[src/design/lsbse_pkg.sv]
// ----------------------------------------------------------------------------
// lsbse_pkg
// Shared types, register map and reset constants of the LSB extractor core.
// ----------------------------------------------------------------------------
package lsbse_pkg;

   // field widths
   localparam int BYTE_W   = 8;
   localparam int KIND_W   = 3;
   localparam int SIZE_W   = 32;
   localparam int SKIP_W   = 10;
   localparam int MAGIC_W  = 16;
   localparam int BITCNT_W = 3;

   // configuration port
   localparam int CSR_ADDR_W = 3;
   localparam int CSR_DATA_W = 32;

   typedef logic [0:0] reg_idx_type;
   localparam reg_idx_type REG_HEADER_SKIP = 1'b0;
   localparam reg_idx_type REG_MAGIC_WORD  = 1'b1;

   // register reset values ("#*" for the magic characters)
   localparam logic [SKIP_W-1:0]  HEADER_SKIP_RESET = 10'd54;
   localparam logic [MAGIC_W-1:0] MAGIC_WORD_RESET  = 16'h232A;

   // last bit position of a hidden byte
   localparam logic [BITCNT_W-1:0] BIT_LAST = 3'd7;

   // bytes in the payload length field
   localparam logic [BYTE_W-1:0] SIZE_BYTES = 8'd4;

   // parsing phases
   typedef enum logic [2:0] {
      PH_SKIP   = 3'd0,
      PH_MAGIC  = 3'd1,
      PH_EXTLEN = 3'd2,
      PH_EXT    = 3'd3,
      PH_SIZE   = 3'd4,
      PH_DATA   = 3'd5,
      PH_DONE   = 3'd6
   } phase_type;

   // result kinds
   typedef enum logic [KIND_W-1:0] {
      K_MAGIC_OK  = 3'd0,
      K_MAGIC_BAD = 3'd1,
      K_EXT       = 3'd2,
      K_SIZE      = 3'd3,
      K_DATA      = 3'd4,
      K_EMPTY     = 3'd5
   } kind_type;

   // live configuration
   typedef struct packed {
      logic [SKIP_W-1:0]  header_skip;
      logic [MAGIC_W-1:0] magic_word;
   } cfg_type;

   // one result item
   typedef struct packed {
      kind_type            kind;
      logic [BYTE_W-1:0]   value;
      logic [SIZE_W-1:0]   payload_size;
      logic                last;
   } result_type;

endpackage

[src/design/lsbse_req_if.sv]
// ----------------------------------------------------------------------------
// lsbse_req_if
// Carrier byte channel: valid/ready handshake with one file byte per item.
// ----------------------------------------------------------------------------
interface lsbse_req_if;
   import lsbse_pkg::*;

   logic              valid;
   logic              ready;
   logic [BYTE_W-1:0] carrier_byte;
   logic              first;

   modport source (output valid, output carrier_byte, output first, input ready);
   modport sink   (input valid, input carrier_byte, input first, output ready);
endinterface

[src/design/lsbse_rsp_if.sv]
// ----------------------------------------------------------------------------
// lsbse_rsp_if
// Decoded result channel: valid/ready handshake with one result per item.
// ----------------------------------------------------------------------------
interface lsbse_rsp_if;
   import lsbse_pkg::*;

   logic              valid;
   logic              ready;
   logic [KIND_W-1:0] kind;
   logic [BYTE_W-1:0] value;
   logic [SIZE_W-1:0] payload_size;
   logic              last;

   modport source (output valid, output kind, output value, output payload_size,
                   output last, input ready);
   modport sink   (input valid, input kind, input value, input payload_size,
                   input last, output ready);
endinterface

[src/design/lsbse_csr.sv]
// ----------------------------------------------------------------------------
// lsbse_csr
// APB-style register file holding the header skip count and the magic word.
// ----------------------------------------------------------------------------
module lsbse_csr (
   input  logic                             clock,
   input  logic                             reset,
   input  logic                             csr_psel,
   input  logic                             csr_penable,
   input  logic                             csr_pwrite,
   input  logic [lsbse_pkg::CSR_ADDR_W-1:0] csr_paddr,
   input  logic [lsbse_pkg::CSR_DATA_W-1:0] csr_pwdata,
   output logic [lsbse_pkg::CSR_DATA_W-1:0] csr_prdata,
   output logic                             csr_pready,
   output lsbse_pkg::cfg_type               cfg
);
   import lsbse_pkg::*;

   logic [SKIP_W-1:0]  header_skip_ff;
   logic [MAGIC_W-1:0] magic_word_ff;
   reg_idx_type        reg_idx;
   logic               wr_en;

   // word address selects the register
   assign reg_idx    = csr_paddr[CSR_ADDR_W-1 -: 1];
   assign wr_en      = csr_psel && csr_penable && csr_pwrite;
   assign csr_pready = 1'b1;

   // register writes
   always_ff @(posedge clock) begin
      if (reset) begin
         header_skip_ff <= HEADER_SKIP_RESET;
         magic_word_ff  <= MAGIC_WORD_RESET;
      end else if (wr_en) begin
         case (reg_idx)
            REG_HEADER_SKIP: header_skip_ff <= csr_pwdata[SKIP_W-1:0];
            REG_MAGIC_WORD:  magic_word_ff  <= csr_pwdata[MAGIC_W-1:0];
            default: ;
         endcase
      end
   end

   // read mux
   always_comb begin
      case (reg_idx)
         REG_HEADER_SKIP: csr_prdata = {{(CSR_DATA_W-SKIP_W){1'b0}}, header_skip_ff};
         REG_MAGIC_WORD:  csr_prdata = {{(CSR_DATA_W-MAGIC_W){1'b0}}, magic_word_ff};
         default:         csr_prdata = '0;
      endcase
   end

   assign cfg.header_skip = header_skip_ff;
   assign cfg.magic_word  = magic_word_ff;
endmodule

[src/design/lsbse_parser.sv]
// ----------------------------------------------------------------------------
// lsbse_parser
// Parsing state and the per-byte step: gathers LSBs into hidden bytes and
// walks the magic, extension, size and payload fields.
// ----------------------------------------------------------------------------
module lsbse_parser (
   input  logic                         clock,
   input  logic                         reset,
   input  logic                         step,
   input  logic [lsbse_pkg::BYTE_W-1:0] carrier_byte,
   input  logic                         first,
   input  lsbse_pkg::cfg_type           cfg,
   output logic                         res_valid,
   output lsbse_pkg::result_type        res
);
   import lsbse_pkg::*;

   // state registers
   phase_type           phase_ff, phase_in;
   logic [SKIP_W-1:0]   header_count_ff, header_count_in;
   logic [BITCNT_W-1:0] bit_count_ff, bit_count_in;
   logic [BYTE_W-1:0]   bit_shift_ff, bit_shift_in;
   logic [BYTE_W-1:0]   field_count_ff, field_count_in;
   logic [BYTE_W-1:0]   first_magic_ff, first_magic_in;
   logic [BYTE_W-1:0]   ext_len_ff, ext_len_in;
   logic [SIZE_W-1:0]   size_accum_ff, size_accum_in;
   logic [SIZE_W-1:0]   remaining_ff, remaining_in;

   // state as seen by this item (cleared when first is set)
   phase_type           ph_cur;
   logic [SKIP_W-1:0]   hc_cur;
   logic [BITCNT_W-1:0] bc_cur;
   logic [BYTE_W-1:0]   bs_cur;
   logic [BYTE_W-1:0]   fc_cur;
   logic [BYTE_W-1:0]   fm_cur;
   logic [BYTE_W-1:0]   el_cur;
   logic [SIZE_W-1:0]   sa_cur;
   logic [SIZE_W-1:0]   rem_cur;

   // shared step terms
   logic                skipping;
   phase_type           ph_work;
   logic [BYTE_W-1:0]   hb;
   logic                byte_done;
   logic [BYTE_W-1:0]   fc_inc;
   logic [SIZE_W-1:0]   size_new;
   logic [SIZE_W-1:0]   rem_dec;

   // restart on first byte of a file
   assign ph_cur  = first ? PH_SKIP : phase_ff;
   assign hc_cur  = first ? '0 : header_count_ff;
   assign bc_cur  = first ? '0 : bit_count_ff;
   assign bs_cur  = first ? '0 : bit_shift_ff;
   assign fc_cur  = first ? '0 : field_count_ff;
   assign fm_cur  = first ? '0 : first_magic_ff;
   assign el_cur  = first ? '0 : ext_len_ff;
   assign sa_cur  = first ? '0 : size_accum_ff;
   assign rem_cur = first ? '0 : remaining_ff;

   assign skipping  = (ph_cur == PH_SKIP) && (hc_cur < cfg.header_skip);
   assign ph_work   = (ph_cur == PH_SKIP) ? PH_MAGIC : ph_cur;
   assign hb        = {bs_cur[BYTE_W-2:0], carrier_byte[0]};
   assign byte_done = (bc_cur == BIT_LAST);
   assign fc_inc    = fc_cur + 8'd1;
   assign size_new  = {sa_cur[SIZE_W-BYTE_W-1:0], hb};
   assign rem_dec   = rem_cur - 32'd1;

   // next state
   always_comb begin
      phase_in        = ph_cur;
      header_count_in = hc_cur;
      bit_count_in    = bc_cur;
      bit_shift_in    = bs_cur;
      field_count_in  = fc_cur;
      first_magic_in  = fm_cur;
      ext_len_in      = el_cur;
      size_accum_in   = sa_cur;
      remaining_in    = rem_cur;
      if (ph_cur == PH_DONE) begin
         phase_in = PH_DONE;
      end else if (skipping) begin
         header_count_in = hc_cur + 10'd1;
      end else if (!byte_done) begin
         phase_in     = ph_work;
         bit_shift_in = hb;
         bit_count_in = bc_cur + 3'd1;
      end else begin
         phase_in     = ph_work;
         bit_shift_in = '0;
         bit_count_in = '0;
         case (ph_work)
            PH_MAGIC: begin
               if (fc_cur == '0) begin
                  first_magic_in = hb;
                  field_count_in = 8'd1;
               end else begin
                  field_count_in = '0;
                  phase_in       = PH_EXTLEN;
               end
            end
            PH_EXTLEN: begin
               ext_len_in     = hb;
               field_count_in = '0;
               phase_in       = (hb == '0) ? PH_SIZE : PH_EXT;
            end
            PH_EXT: begin
               if (fc_inc >= el_cur) begin
                  field_count_in = '0;
                  phase_in       = PH_SIZE;
               end else begin
                  field_count_in = fc_inc;
               end
            end
            PH_SIZE: begin
               size_accum_in = size_new;
               if (fc_inc >= SIZE_BYTES) begin
                  field_count_in = '0;
                  remaining_in   = size_new;
                  phase_in       = (size_new == '0) ? PH_DONE : PH_DATA;
               end else begin
                  field_count_in = fc_inc;
               end
            end
            PH_DATA: begin
               remaining_in = rem_dec;
               if (rem_dec == '0) begin
                  phase_in = PH_DONE;
               end
            end
            default: begin
               phase_in = PH_DONE;
            end
         endcase
      end
   end

   // result of this item
   always_comb begin
      res_valid        = 1'b0;
      res.kind         = K_EXT;
      res.value        = '0;
      res.payload_size = '0;
      res.last         = 1'b0;
      if ((ph_cur != PH_DONE) && !skipping && byte_done) begin
         case (ph_work)
            PH_MAGIC: begin
               if (fc_cur != '0) begin
                  res_valid = 1'b1;
                  res.kind  = ({fm_cur, hb} == cfg.magic_word) ? K_MAGIC_OK
                                                               : K_MAGIC_BAD;
               end
            end
            PH_EXT: begin
               res_valid = 1'b1;
               res.kind  = K_EXT;
               res.value = hb;
            end
            PH_SIZE: begin
               if (fc_inc >= SIZE_BYTES) begin
                  res_valid = 1'b1;
                  if (size_new == '0) begin
                     res.kind = K_EMPTY;
                  end else begin
                     res.kind         = K_SIZE;
                     res.payload_size = size_new;
                  end
               end
            end
            PH_DATA: begin
               res_valid = 1'b1;
               res.kind  = K_DATA;
               res.value = hb;
               res.last  = (rem_dec == '0);
            end
            default: ;
         endcase
      end
   end

   // state update on each processed item
   always_ff @(posedge clock) begin
      if (reset) begin
         phase_ff        <= PH_SKIP;
         header_count_ff <= '0;
         bit_count_ff    <= '0;
         bit_shift_ff    <= '0;
         field_count_ff  <= '0;
         first_magic_ff  <= '0;
         ext_len_ff      <= '0;
         size_accum_ff   <= '0;
         remaining_ff    <= '0;
      end else if (step) begin
         phase_ff        <= phase_in;
         header_count_ff <= header_count_in;
         bit_count_ff    <= bit_count_in;
         bit_shift_ff    <= bit_shift_in;
         field_count_ff  <= field_count_in;
         first_magic_ff  <= first_magic_in;
         ext_len_ff      <= ext_len_in;
         size_accum_ff   <= size_accum_in;
         remaining_ff    <= remaining_in;
      end
   end
endmodule

[src/design/lsb_stego_extractor_core.sv]
// ----------------------------------------------------------------------------
// lsb_stego_extractor_core
// Recovers a message hidden in the least significant bits of a carrier file.
// ----------------------------------------------------------------------------
// Usage:
//   req_ch carries one carrier file byte per item; first marks the first byte
//   of a file and restarts parsing. Each byte goes into an input register,
//   is processed once the result register is free or being emptied, and its
//   result, if any, lands in the output register on rsp_ch (kind, value,
//   payload_size, last). One item per cycle is sustained while rsp_ch accepts
//   results, set by the single parse step between the input and result
//   registers. Most bytes give no result (header bytes, the first seven bits
//   of each hidden byte, the first magic byte, the extension length byte and
//   all but the last size byte).
//   If rsp_ch stalls, the input register holds one more item and req_ch
//   ready drops only once both registers are full.
//   The csr_ port sets the header skip count (address 0) and the magic word
//   (address 4); write only while the core is idle.
//   Synchronous reset empties both registers, restores the register defaults
//   (skip 54, magic "#*") and returns parsing to the header skip phase.
// ----------------------------------------------------------------------------
module lsb_stego_extractor_core (
   input  logic                             clock,
   input  logic                             reset,
   lsbse_req_if.sink                        req_ch,
   lsbse_rsp_if.source                      rsp_ch,
   input  logic                             csr_psel,
   input  logic                             csr_penable,
   input  logic                             csr_pwrite,
   input  logic [lsbse_pkg::CSR_ADDR_W-1:0] csr_paddr,
   input  logic [lsbse_pkg::CSR_DATA_W-1:0] csr_pwdata,
   output logic [lsbse_pkg::CSR_DATA_W-1:0] csr_prdata,
   output logic                             csr_pready
);
   import lsbse_pkg::*;

   cfg_type           cfg;
   logic              in_valid_ff;
   logic [BYTE_W-1:0] in_byte_ff;
   logic              in_first_ff;
   logic              out_valid_ff;
   result_type        out_ff;
   logic              step;
   logic              res_valid;
   result_type        res;

   // register file
   lsbse_csr u_csr (
      .clock       (clock),
      .reset       (reset),
      .csr_psel    (csr_psel),
      .csr_penable (csr_penable),
      .csr_pwrite  (csr_pwrite),
      .csr_paddr   (csr_paddr),
      .csr_pwdata  (csr_pwdata),
      .csr_prdata  (csr_prdata),
      .csr_pready  (csr_pready),
      .cfg         (cfg)
   );

   // process the held item when the result register frees up
   assign step         = in_valid_ff && (!out_valid_ff || rsp_ch.ready);
   assign req_ch.ready = !in_valid_ff || step;

   // input register
   always_ff @(posedge clock) begin
      if (reset) begin
         in_valid_ff <= 1'b0;
      end else if (req_ch.ready) begin
         in_valid_ff <= req_ch.valid;
      end
   end

   always_ff @(posedge clock) begin
      if (req_ch.ready && req_ch.valid) begin
         in_byte_ff  <= req_ch.carrier_byte;
         in_first_ff <= req_ch.first;
      end
   end

   // parse step
   lsbse_parser u_parser (
      .clock        (clock),
      .reset        (reset),
      .step         (step),
      .carrier_byte (in_byte_ff),
      .first        (in_first_ff),
      .cfg          (cfg),
      .res_valid    (res_valid),
      .res          (res)
   );

   // result register
   always_ff @(posedge clock) begin
      if (reset) begin
         out_valid_ff <= 1'b0;
      end else if (step) begin
         out_valid_ff <= res_valid;
      end else if (rsp_ch.ready) begin
         out_valid_ff <= 1'b0;
      end
   end

   always_ff @(posedge clock) begin
      if (step && res_valid) begin
         out_ff <= res;
      end
   end

   assign rsp_ch.valid        = out_valid_ff;
   assign rsp_ch.kind         = out_ff.kind;
   assign rsp_ch.value        = out_ff.value;
   assign rsp_ch.payload_size = out_ff.payload_size;
   assign rsp_ch.last         = out_ff.last;
endmodule
[src/flat_wrapper.sv]
// flat-port wrapper written by rule: the top's interface ports become plain ports
module lsb_stego_extractor_core_flat import lsbse_pkg::*;
  (clock, reset, csr_psel, csr_penable, csr_pwrite, csr_paddr, csr_pwdata, csr_prdata, csr_pready, req_ch_valid, req_ch_carrier_byte, req_ch_first, req_ch_ready, rsp_ch_valid, rsp_ch_kind, rsp_ch_value, rsp_ch_payload_size, rsp_ch_last, rsp_ch_ready);
  lsbse_req_if req_ch_i ();
  lsbse_rsp_if rsp_ch_i ();
  input  logic clock;
  input  logic reset;
  input  logic csr_psel;
  input  logic csr_penable;
  input  logic csr_pwrite;
  input  logic [lsbse_pkg::CSR_ADDR_W-1:0] csr_paddr;
  input  logic [lsbse_pkg::CSR_DATA_W-1:0] csr_pwdata;
  output logic [lsbse_pkg::CSR_DATA_W-1:0] csr_prdata;
  output logic csr_pready;
  input wire logic [$bits(req_ch_i.valid)-1:0] req_ch_valid;
  input wire logic [$bits(req_ch_i.carrier_byte)-1:0] req_ch_carrier_byte;
  input wire logic [$bits(req_ch_i.first)-1:0] req_ch_first;
  output wire logic [$bits(req_ch_i.ready)-1:0] req_ch_ready;
  output wire logic [$bits(rsp_ch_i.valid)-1:0] rsp_ch_valid;
  output wire logic [$bits(rsp_ch_i.kind)-1:0] rsp_ch_kind;
  output wire logic [$bits(rsp_ch_i.value)-1:0] rsp_ch_value;
  output wire logic [$bits(rsp_ch_i.payload_size)-1:0] rsp_ch_payload_size;
  output wire logic [$bits(rsp_ch_i.last)-1:0] rsp_ch_last;
  input wire logic [$bits(rsp_ch_i.ready)-1:0] rsp_ch_ready;
  assign req_ch_i.valid = req_ch_valid;
  assign req_ch_i.carrier_byte = req_ch_carrier_byte;
  assign req_ch_i.first = req_ch_first;
  assign req_ch_ready = req_ch_i.ready;
  assign rsp_ch_valid = rsp_ch_i.valid;
  assign rsp_ch_kind = rsp_ch_i.kind;
  assign rsp_ch_value = rsp_ch_i.value;
  assign rsp_ch_payload_size = rsp_ch_i.payload_size;
  assign rsp_ch_last = rsp_ch_i.last;
  assign rsp_ch_i.ready = rsp_ch_ready;
  lsb_stego_extractor_core u_core (.clock(clock), .reset(reset), .req_ch(req_ch_i), .rsp_ch(rsp_ch_i), .csr_psel(csr_psel), .csr_penable(csr_penable), .csr_pwrite(csr_pwrite), .csr_paddr(csr_paddr), .csr_pwdata(csr_pwdata), .csr_prdata(csr_prdata), .csr_pready(csr_pready));
endmodule
[config.mk]
export PLATFORM = sky130hd
export DESIGN_NAME = lsb_stego_extractor_core_flat
export DESIGN_NICKNAME = d
export VERILOG_FILES = /design/src/design/lsbse_pkg.sv /design/src/design/lsbse_req_if.sv /design/src/design/lsbse_rsp_if.sv /design/src/design/lsbse_csr.sv /design/src/design/lsbse_parser.sv /design/src/design/lsb_stego_extractor_core.sv /design/src/flat_wrapper.sv
export SDC_FILE = /design/constraint.sdc
export NUM_CORES = 1
export LEC_CHECK = 0
export ABC_AREA = 1
export ABC_CLOCK_PERIOD_IN_PS = 11640
export BUFFER_PORTS_ARGS = -buffer_cell sky130_fd_sc_hd__buf_2
export CAP_MARGIN = 10
export CORE_MARGIN = 2
export CORE_UTILIZATION = 44
export CTS_CLUSTER_DIAMETER = 200
export DETAILED_ROUTE_END_ITERATION = 7
export HOLD_SLACK_MARGIN = 0.08
export MAX_ROUTING_LAYER = met4
export PLACE_DENSITY_LB_ADDON = 0.15
export SYNTH_ARGS = -nofsm -noshare
export SYNTH_HDL_FRONTEND = slang
export SYNTH_SLANG_ARGS = --single-unit
[constraint.sdc]
create_clock -name clock -period 11.64 [get_ports clock]
set_clock_uncertainty 0.2 [all_clocks]
set_input_delay 1.746 -clock clock [delete_from_list [all_inputs] [get_ports clock]]
set_output_delay 1.746 -clock clock [all_outputs]
set_load 0.02 [all_outputs]
==> results list <==
* Result of the run: finished clean
* Deepest level of the CTS H-tree: 4
- Setup violations remaining at the end of the flow were counted as 0.
- Final design instance area without fill: 12100 um2
- # Max-Cap Violations: 0
- Summing all placed instances gives a cell area of 11500 um2.
* Clock latency at the later pin of the worst-skew pair: between 0.4 and 0.5 ns
- Of all nets on the critical path, the largest fanout is 54.
- Clock-pin slew was measured on the worst setup and hold paths at approximately 0.070 ns.
- The share of the Yosys chip area taken by registers is between 30% and 40%.
- First-pass GRT wire length: 54000 um
- Number of global-route vias before repair: 10100
- Arrival time worst endpoint: ~5.6 ns
- Largest net degree at the start of global routing: 85
* Kind of path behind the tightest hold check: flip-flop to flip-flop
- Global routing finished with a remaining overflow of 0.
- Fraction of final layout cells sized beyond drive strength 1: about a tenth
- Counting the buffers created by CTS gives 17.
- After filler insertion, the fill cell instance count of the layout stands at 2518.
- The number of setup buffers added after CTS is 0.
- In this run, post-CTS repair resized a total of 0 instances.
- Achievable frequency: roughly 170 MHz
- Buffers added on ports: 87
- TritonCTS built the clock tree.
* Final worst-path cycle share: 49.2%
- Post-route DRC: 0
- The detail route stage leaves a number of antenna-violating nets equal to 0.
- Deepest clock path buffer count: 2
* Aggregate negative setup slack: 0 ns
- Global routing used 26.6% of the available tracks.
* Total wire length after detailed routing: 33900 um
- Pin placement for this block handled 130 I/O pins.
* Worst Path Class, Setup: flip-flop to flip-flop
* Half-perimeter wire length after placement: between 20000 and 25000 um
* Distinct cell type count of the synthesized netlist: 48
* Static Leakage: 5.45 nW
- The first TritonRoute pass finished after 6 iterations.
- During synthesis, Yosys emitted a total of 0 warnings.
- Slew of the pin with the lowest slew margin: 1.12 ns
- The tree is rooted in a sky130_fd_sc_hd__clkbuf_16.
- For this design the ratio of total power to cell area is 111 nW/um2.
* Chip Width: around 160 um
* Slew Viols, Final: 0
- FP Rows: 57
- Die extent in y: 162 um
- The synthesized netlist occupies a cell area of 11000 um2.
- Setup repair after global routing missed its margin: no
- The final hold violation count is 0.
- CP required: 11.49 ns
* Inserted Diodes: 0
* Initial core utilization: 45.0%
* Max rail drop VDD: approximately 0.11 mV
- The initial antenna violation count came to 0.
- The worst setup path is launched from a flip-flop.
- In the final design database the tool counted 1783 nets.
* Top library cells by usage in the layout, fill and taps aside: sky130_fd_sc_hd__nand2_1 (468), sky130_fd_sc_hd__nor2_1 (175), sky130_fd_sc_hd__a21oi_1 (170)
* Die Outline Area: 26300 um2
- Capturing element type of the critical path: flip-flop
- Clock net sink count: 177
* Via density: 5.39
* Violation count after the first detailed-route iteration: approximately 940
- Average footprint of a synthesized cell: 6.58 um2
* Yosys reg bits: about 180
* Area taken by multi-input logic gates: ~5900 um2
- Minimum clock period: between 5 and 6 ns
- Synthesis handed over a netlist of 1675 instances.
- Reg area: between 4000 and 5000 um2
- Area added between synthesis and finish: 9.76%
* Weighted congestion at the end of routability-driven global placement: 0.942
- Per-cell routed wire length: 16.6 um
- The region available for standard cell placement spans 24500 um2.
- The number of hold buffers added after CTS was 0.
- Via Count: 11000
- Leaving out fill and tap cells, the most frequent cell in the layout is sky130_fd_sc_hd__nand2_1.
* Max-Slew Margin vs Limit: 24.9%
-- worst max-delay path, stage by stage (launching register included) --
cell and delay (ns):
sky130_fd_sc_hd__edfxtp_1 0.32, sky130_fd_sc_hd__buf_4 0.37, sky130_fd_sc_hd__clkinv_2 0.73, sky130_fd_sc_hd__buf_4 0.59, sky130_fd_sc_hd__nand2_1 0.19, sky130_fd_sc_hd__inv_1 0.07, sky130_fd_sc_hd__ha_1 0.29, sky130_fd_sc_hd__nand2_1 0.07
sky130_fd_sc_hd__nor2_1 0.14, sky130_fd_sc_hd__nand2_1 0.07, sky130_fd_sc_hd__nand2_1 0.06, sky130_fd_sc_hd__a31oi_1 0.04, sky130_fd_sc_hd__nand2_1 0.37, sky130_fd_sc_hd__nand2_1 0.41, sky130_fd_sc_hd__nor2_4 0.30, sky130_fd_sc_hd__nand3_1 0.24
sky130_fd_sc_hd__inv_2 0.82
-- cell usage after synthesis (all sizes together) --
library cell    n  area (um2)
buf            46         294
edfxtp         46        1380
a221oi          1        8.76
nor2          185         724
xnor2           5        43.8
o31ai           5        37.5
or2             1        6.26
a21oi         170         851
inv           173         649
o41ai           1        8.76
clkinv          3        11.3
nand4          22         138
clkbuf         51         191
a32oi           1        8.76
o2111ai        11        96.3
conb            2        7.51
a211oi          2        15.0
a22oi           3        22.5
o22ai          15        93.8
nand2         479        1830
xor2           12         105
nand3b          8        60.1
nand3          73         370
mux2            1        11.3
a21boi          1        7.51
nor4            7        43.8
nor3           21         121
o21ai         147         739
o311ai          1        8.76
dfxtp         131        2620
o21a            2        15.0
a31oi           3        18.8
ha             25         313
o211ai         19         143
o21bai          2        15.0
-- state kept, by name (all words and copies together), names as in the netlist, 10 cells and up --
register and flops:
u_core.rsp_ch.payload_size 32, u_core.u_parser.remaining_ff 32, u_core.u_parser.size_accum_ff 24, u_core.u_csr.magic_word_ff 16, u_core.u_csr.header_skip_ff 10, u_core.u_parser.header_count_ff 10
-- cell families (layout without fill, tap and decap cells) --
family | count (synthesis) | in the layout | share of synthesized area (%)
multiplexers | 1 | 1 | 0.102
buffers and inverters | 273 | 303 | 10.4
AND/OR/NAND/NOR | 796 | 796 | 29.9
AO/OA/AOI/OAI | 384 | 384 | 19.0
other | 2 | 17 | 0.0682
adder cells (fa/ha/maj) | 25 | 25 | 2.84
flip-flops | 177 | 177 | 36.3
XOR/XNOR | 17 | 17 | 1.35
-- cell type report --
type                    instances  share of cell area (%)
clock buffers                  18                    3.55
clock inverters                14                    1.30
inverters                     176                    5.47
multi-input cells            1240                    49.1
flip-flops and latches        177                    33.1
well taps                     324                    3.35
repair buffers                 95                    4.12
-- path summary, 6_finish.rpt --
path | slack, ns | startpoint | depth (start not counted) | to
max | 5.91 | u_core.in_first_ff | 16 | u_core.rsp_ch.payload_size[31]
min | 0.27 | u_core.u_parser.ext_len_ff[6] | 2 | u_core.u_parser.ext_len_ff[6]
max reg2reg | 5.91 | u_core.in_first_ff | 16 | u_core.rsp_ch.payload_size[31]
min reg2reg | 0.27 | u_core.u_parser.ext_len_ff[6] | 2 | u_core.u_parser.ext_len_ff[6]
-- stage by stage --
step / std cells / setup slack (ns) / hold slack [ns] / util (%) / total power, mW
2_1_floorplan: 1690 / 7.08 / 0.240 / - / 0.743
3_3_place_gp: 2012 / 5.98 / 0.252 / 47.0 / 0.771
3_5_place_dp: 2012 / 5.99 / 0.255 / 47.0 / 0.772
4_1_cts: 2044 / 5.95 / 0.267 / 49.4 / 1.35
5_1_grt: 2044 / 5.45 / 0.283 / 49.4 / 1.39
6_report: 2044 / 5.91 / 0.266 / 49.4 / 1.35
-- power breakdown --
part	leakage, nW	total [mW]	internal, mW	switching (mW)
logic	3.57	0.122	0.0290	0.0926
clock network	0.291	0.588	0.292	0.296
registers	1.58	0.638	0.633	0.00453
total	5.45	1.35	0.955	0.393
-- routing by layer --
metal  wire length [um]  track usage, %
met5                  0               -
met4               1010            9.57
met3               1440            3.14
met2              16100            43.0
met1              15400            34.4
Power figures use the tool's default switching activity.
